**src/hw/rtl/pixel_blend_modes_assert.svh**
```systemverilog
// Assertion macros used by the pixel blend top level.
`ifndef PIXEL_BLEND_MODES_ASSERT_SVH
`define PIXEL_BLEND_MODES_ASSERT_SVH

// Same-cycle implication, checked only while out of reset.
`define PBM_ASSERT_IMP(label, ante, cons, msg) \
  label: assert property (@(posedge clk_i) disable iff (!rst_ni) (ante) |-> (cons)) \
    else $error(msg);

// Next-cycle implication, checked only while out of reset.
`define PBM_ASSERT_NXT(label, ante, cons, msg) \
  label: assert property (@(posedge clk_i) disable iff (!rst_ni) (ante) |=> (cons)) \
    else $error(msg);

`endif

```
**src/hw/rtl/pbm_pkg.sv**
```systemverilog
// Shared types, constants and the square root table of the pixel blend block.
package pbm_pkg;

  localparam int unsigned ChanW    = 8;
  localparam int unsigned OpacW    = 9;
  localparam int unsigned NumLanes = 3;
  localparam int unsigned RootW    = 17;
  localparam int unsigned CfgIdxW  = 2;
  localparam int unsigned CfgDataW = 9;
  localparam int unsigned ModeW    = 3;
  localparam int unsigned InDataW  = 7 * ChanW;
  localparam int unsigned OutDataW = 4 * ChanW;
  localparam int unsigned DivW     = 32;
  localparam int unsigned RecipW   = 25;
  localparam int unsigned PipeLen  = 8;

  localparam logic [OpacW-1:0] OpacOne   = 9'd256;
  localparam logic [OpacW-1:0] OpacReset = 9'd128;
  localparam logic [ChanW-1:0] ChanMax   = 8'd255;
  localparam logic [15:0]      FullSq    = 16'd65025;

  // Reciprocal of 255 scaled by 2^32, rounded down.
  localparam logic [RecipW-1:0] Recip255 = RecipW'((64'd1 << 32) / 64'd255);

  typedef enum logic [ModeW-1:0] {
    ModeNormal     = 3'd0,
    ModeMultiply   = 3'd1,
    ModeScreen     = 3'd2,
    ModeOverlay    = 3'd3,
    ModeSoftLight  = 3'd4,
    ModeDifference = 3'd5
  } blend_mode_e;

  typedef enum logic [CfgIdxW-1:0] {
    CfgBlendMode    = 2'd0,
    CfgBaseOpacity  = 2'd1,
    CfgUpperOpacity = 2'd2
  } cfg_index_e;

  // Live configuration as seen by the lanes; opacities already limited to 1.0.
  typedef struct packed {
    logic [ModeW-1:0] mode;
    logic [OpacW-1:0] base_opacity;
    logic [OpacW-1:0] upper_opacity;
  } blend_cfg_t;

  // Result item, blue in the lowest byte.
  typedef struct packed {
    logic [ChanW-1:0] out_alpha;
    logic [ChanW-1:0] out_red;
    logic [ChanW-1:0] out_green;
    logic [ChanW-1:0] out_blue;
  } pix_out_t;

  typedef logic [RootW-1:0] root_lut_t [256];

  // Integer square root by the digit-pair method, used at elaboration only.
  function automatic logic [RootW-1:0] isqrt_const(logic [63:0] x_in);
    logic [63:0] x;
    logic [63:0] r;
    logic [63:0] bt;
    x  = x_in;
    r  = 64'd0;
    bt = 64'd1 << 62;
    for (int i = 0; i < 32; i++) begin
      if (x >= r + bt) begin
        x = x - (r + bt);
        r = (r >> 1) + bt;
      end else begin
        r = r >> 1;
      end
      bt = bt >> 2;
    end
    return r[RootW-1:0];
  endfunction

  // Entry b holds sqrt(b/255) in Q16, rounded down; entry 255 is 65536.
  function automatic root_lut_t build_root_lut();
    root_lut_t lut;
    for (int b = 0; b < 256; b++) begin
      lut[b] = isqrt_const((64'(b) << 32) / 64'd255);
    end
    return lut;
  endfunction

  localparam root_lut_t RootLut = build_root_lut();

endpackage

```
**src/hw/rtl/pbm_merge.sv**
```systemverilog
// Merge stage: packs the lane results with alpha into an output register and skid buffer.
module pbm_merge (
  input  logic                       clk_i,
  input  logic                       rst_ni,
  input  logic                       valid_i,
  output logic                       ready_o,
  input  logic [pbm_pkg::ChanW-1:0]  chan_i [pbm_pkg::NumLanes],
  input  logic [pbm_pkg::ChanW-1:0]  alpha_i,
  output logic                       m_axis_tvalid_o,
  input  logic                       m_axis_tready_i,
  output pbm_pkg::pix_out_t          m_axis_tdata_o
);
  import pbm_pkg::*;

  pix_out_t pix;
  logic     out_vld_d;
  logic     out_vld_q;
  pix_out_t out_dat_d;
  pix_out_t out_dat_q;
  logic     skid_vld_d;
  logic     skid_vld_q;
  pix_out_t skid_dat_d;
  pix_out_t skid_dat_q;

  // Combine the three channel lanes and the delayed alpha into one item.
  assign pix.out_blue  = chan_i[0];
  assign pix.out_green = chan_i[1];
  assign pix.out_red   = chan_i[2];
  assign pix.out_alpha = alpha_i;

  assign ready_o = !skid_vld_q;

  // Output register refills from the skid entry first, then from the lanes.
  always_comb begin
    out_vld_d  = out_vld_q;
    out_dat_d  = out_dat_q;
    skid_vld_d = skid_vld_q;
    skid_dat_d = skid_dat_q;
    if (m_axis_tready_i || !out_vld_q) begin
      if (skid_vld_q) begin
        out_vld_d  = 1'b1;
        out_dat_d  = skid_dat_q;
        skid_vld_d = 1'b0;
      end else begin
        out_vld_d = valid_i;
        out_dat_d = pix;
      end
    end else if (valid_i && !skid_vld_q) begin
      skid_vld_d = 1'b1;
      skid_dat_d = pix;
    end
  end

  always_ff @(posedge clk_i or negedge rst_ni) begin
    if (!rst_ni) begin
      out_vld_q  <= 1'b0;
      skid_vld_q <= 1'b0;
    end else begin
      out_vld_q  <= out_vld_d;
      skid_vld_q <= skid_vld_d;
    end
  end

  always_ff @(posedge clk_i) begin
    out_dat_q  <= out_dat_d;
    skid_dat_q <= skid_dat_d;
  end

  assign m_axis_tvalid_o = out_vld_q;
  assign m_axis_tdata_o  = out_dat_q;

endmodule

```
**config.mk**
```make
export PLATFORM = sky130hd
export DESIGN_NAME = pbm_merge
export DESIGN_NICKNAME = d
export VERILOG_FILES = /design/src/hw/rtl/pixel_blend_modes_assert.svh /design/src/hw/rtl/pbm_pkg.sv /design/src/hw/rtl/pbm_merge.sv
export SDC_FILE = /design/constraint.sdc
export NUM_CORES = 1
export LEC_CHECK = 0
export CELL_PAD_IN_SITES_DETAIL_PLACEMENT = 1
export CELL_PAD_IN_SITES_GLOBAL_PLACEMENT = 1
export CORE_MARGIN = 8
export CORE_UTILIZATION = 47
export CTS_CLUSTER_SIZE = 28
export DETAILED_ROUTE_END_ITERATION = 10
export DONT_BUFFER_PORTS = 1
export PLACE_DENSITY = 0.81
export SYNTH_ARGS = -nofsm -noshare
export SYNTH_HDL_FRONTEND = slang
export SYNTH_SLANG_ARGS = --single-unit
```
**constraint.sdc**
```tcl
create_clock -name clk_i -period 3.9 [get_ports clk_i]
set_input_delay 0.195 -clock clk_i [delete_from_list [all_inputs] [get_ports clk_i]]
set_output_delay 0.195 -clock clk_i [all_outputs]
set_load 0.01 [all_outputs]
```
---- Yosys cells after proc, flatten, opt, wreduce, memory -nomap -nowiden ----
Index checks and enable logic that the tools add are counted.
operators by class
  mux-type cells .......................... 4
  bitwise gates (word level) .............. 1
  reductions and logical operators ........ 6
operator list
  operator             count
  $mux W32             1
  $mux W1              3
  $logic_not A1 Y1     2
  $reduce_and A2 Y1    1
  $reduce_bool A2 Y1   1
  $logic_and A1 B1 Y1  1
  $logic_or A1 B1 Y1   1
  $not A1 Y1           1
word-level totals
  register bits after elaboration ......... 66
  output and inout bits ................... 34
  logic and storage cells ................. 21

---- Depth between registers and ports, before layout ----
  depth in word-level cells ............... 4
  mapped depth ............................ 4
  gate-level depth less buffers ........... 2

---- Worst setup path after synthesis ----
No wires, ideal clock.
  path kind ............................... register to register
  from .................................... register out_vld_q (netlist: m_axis_tvalid_o)
  to ...................................... register skid_dat_q[0] (netlist name) (enable)
  setup time .............................. 0.468 ns
  arrival ................................. 3.625 ns
  required time ........................... 3.432 ns
  path slack .............................. -0.193 ns
  stages on the path, launching flop included .. 3
  path through ............................ dfrtp_1 > nand2b_1 > nor3b_1
on the way
  cells in the longest elaborated chain, start to end .. 4
ends and longest elaborated chain
  item                                RTL line         RTL
  from (decl)                         pbm_merge.sv:17  logic out_vld_q;
  from (signal assigned)              pbm_merge.sv:59  out_vld_q <= out_vld_d;
  $logic_not A1 Y1                    pbm_merge.sv:39  if (m_axis_tready_i || !out_vld_q) begin
  $logic_or A1 B1 Y1                  pbm_merge.sv:39
  $not A1 Y1 (no source line)         -
  $reduce_and A2 Y1 (no source line)  -
  to (signal assigned)                pbm_merge.sv:66  skid_dat_q <= skid_dat_d;
  to (decl)                           pbm_merge.sv:23  pix_out_t skid_dat_q;
No other way between the ends.
A chain may end at the register's enable or synchronous reset.

---- Worst setup path after layout ----
  from .................................... register out_vld_q (netlist: m_axis_tvalid_o)
  to ...................................... register skid_dat_q[24] (netlist name) (enable)
Same word-level chain as after synthesis.

==> summary.txt <==
Routing
  – Via Count: between 1,000 and 1,500
  – Routed wire per std cell: approximately 24 µm
  – Antenna Violating Nets Remaining: 0
  – Routed WL: ~5300 µm
  – DR vias/cell: approximately 5.0
  – DRC: 0
  – DR iter-0 viols: 70
  – Drt first pass iters: 4

GRT
  – Gr usage total: 14.3%
  – GRT overflow: 0
  – Antenna violations before repair: 0
  – First-pass GRT wire length: between 7000 and 8000 µm
  – Largest net degree at the start of global routing: 36
  – Vias in the first global route: 1,279

Clock tree
  – Worst-path clk slew: about 0.070 ns
  – Skew-Pair Late Insertion Delay: 0.33 ns
  – CTS tree: built
  – CTS Sinks: between 60 and 70
  – Cts hold-fix bufs: 34
  – Gates resized, CTS repair: 0
  – Post-CTS Setup Bufs: 0
  – Number of H-tree levels: 3
  – CTS root buf: clkbuf_8
  – CTS max path bufs: 2
  – Total CTS buffers: 9

Synth
  – Mux cell area share after synthesis: a little under a fifth
  – Simple-Gate Fraction of Synth Area: 0.990%
  – Synth area leader: edfxtp_1
  – Synth Register Bits: 66
  – EDFF count, synth: 64
  – Share of flip-flops with an asynchronous set or reset: under 10%
  – Count leader, synth: edfxtp_1
  – Share of the synthesized area in the top cell type: between 70% and 80%
  – Adder-cell area share of the yosys netlist: 0%
  – Most instantiated cells after synthesis: edfxtp_1 (64), mux2_4 (27), mux2_2 (5)
  – Complex-gate fraction of the synthesized area: 0%
  – Main flop type after synthesis: edfxtp_1
  – Syn Inst Count: approximately 110
  – Syn_area_per_cell: between 20 and 25 µm²
  – Main combinational cell family by area after synthesis: multiplexers
  – Syn Nets: 144
  – Synth warn: 0
  – Post-synthesis xor/xnor area fraction: 0%
  – Netlist cell types: 12
  – Syn Std Cell Area: 2530 µm²
  – Register area share after synthesis: 78.0%
  – Ranking of synthesized cells by area: edfxtp_1 (76%), mux2_4 (16%), mux2_2 (2.2%)

Worst setup path
  – WP buf/inv: 1
  – Worst EP required: about 4 ns
  – Crit path from: m_axis_tvalid_o$_DFFE_PN0P_
  – Worst R2R Start: m_axis_tvalid_o$_DFFE_PN0P_
  – Slowest cell on the critical path: nor3b_4
  – Cell family with most CP delay: simple AND/OR/NAND/NOR gates
  – Worst path arrival time: between 2 and 3 ns
  – Worst Setup End Kind: register
  – Cells along the critical path: nand2b_2, nor3b_4, buf_4
  – Largest fanout on the critical path: 35
  – Critical Path Max Stage Delay: around 0.9 ns
  – Crit path launch type: register
  – Setup CP Type: reg2reg

Timing
  – Post-Route Setup TNS: 0 ns
  – Final Hold Viols: 0
  – Fin crit share: 65.9%
  – Slew headroom: 30.3%
  – Final setup fails: 0
  – Fin crit period: 2.57 ns
  – Worst-Margin Slew: 1.05 ns
  – Final Max Tran Viols: 0
  – RSZ-0062 raised after global routing: no
  – Max Clk Rate: approximately 390 MHz
  – Skew final: 0.00467 ns
  – Min Hold Slack: approximately 0.080 ns

Min path
  – Hold Path Origin: chan_i[7]
  – HP Class: in2reg

Die
  – DIE WIDTH: around 90 µm
  – Die height: just under 90 µm
  – Core area: ~5100 µm²
  – # IOs: 70
  – Initial Util: between 40% and 50%
  – # rows: 26
  – Die Area: 7980 µm²

Layout
  – Layout cell share with drive strength beyond 1: between 30% and 40%
  – Fin nets: around 190
  – Synthesis-to-layout area growth: 24.4%
  – Antenna cells: 0

Run status
  – Status: complete, no violations

Power and ir drop
  – Peak supply drop: between 200 and 300 µV
  – Leak pwr: ~1.1 nW
  – P per Cell Area: 531 nW/µm²
  – Pwr Total: about 1.7 mW

Place
  – Placed wire-length estimate: between 3000 and 4000 µm
  – Port bufs: 0
  – GP Congestion: roughly 0.66

Flow run
  – MaxCap Viol Count: 0
## area by class of cell
| cell class | count | area, µm² |
|---|---|---|
| timing repair buffer | 35 | 348 |
| inverter | 1 | 3.75 |
| clock buffer | 10 | 128 |
| fill | 447 | 1990 |
| sequential | 66 | 1970 |
| clock inverter | 6 | 105 |
| tap | 70 | 87.6 |
| multi-input combinational | 37 | 500 |
## stage by stage
stage	util, %	instance area [µm²]	instances	setup WS (ns)
after global placement	50.0	2570	175	1.49
after floorplan	-	2530	108	0.922
after detailed placement	50.0	2570	175	1.33
after CTS	61.2	3150	225	1.29
final	61.2	3150	225	1.33
after global routing	61.2	3150	225	1.12
## worst paths after layout
check                                               endpoint  cells after the start  slack, ns
min in group asynchronous        m_axis_tvalid_o$_DFFE_PN0P_                      1       0.10
max in group asynchronous             skid_vld_q$_DFFE_PN0P_                      1       3.66
worst min register to register  m_axis_tdata_o[30]$_DFFE_PP_                      1       0.55
worst min-delay path            m_axis_tdata_o[23]$_DFFE_PP_                      1       0.08
worst max register to register      skid_dat_q[24]$_DFFE_PP_                      3       1.33
worst max-delay path                skid_dat_q[24]$_DFFE_PP_                      3       1.33
## report_power, final
group / switching [mW] / internal (mW)
Sequential: 0.0523 / 0.841
Combinational: 0.0358 / 0.0704
Clock: 0.251 / 0.422
Total: 0.339 / 1.33
## per-layer routing
layer | vias to the layer above | global-route usage, % | wire, µm
li1 | 504 | - | -
met1 | 565 | 16.9 | 2220
met2 | 46 | 21.9 | 2640
met3 | 5 | 7.72 | 418
met4 | 0 | 4.53 | 40
met5 | - | 0 | 0
## cell usage in the layout, fill, tap and decap left out, drive strengths merged
| master | n |
|---|---|
| buf | 1 |
| bufinv | 3 |
| clkbuf | 10 |
| clkinv | 3 |
| dfrtp | 2 |
| dlygate4sd3 | 34 |
| edfxtp | 64 |
| inv | 1 |
| mux2 | 32 |
| nand2 | 1 |
| nand2b | 1 |
| nor2 | 2 |
| nor3b | 1 |
## cell families after synthesis
kind of cell,count (synthesis)
flip-flops,66
multiplexers,32
AND/OR/NAND/NOR,5
buffers and inverters,5
## registers in the layout, indices dropped and copies added, names as in the netlist
register,cells
skid_vld_q,1
m_axis_tdata_o,32
m_axis_tvalid_o,1
skid_dat_q,32
Power figures use the tool's default switching activity.
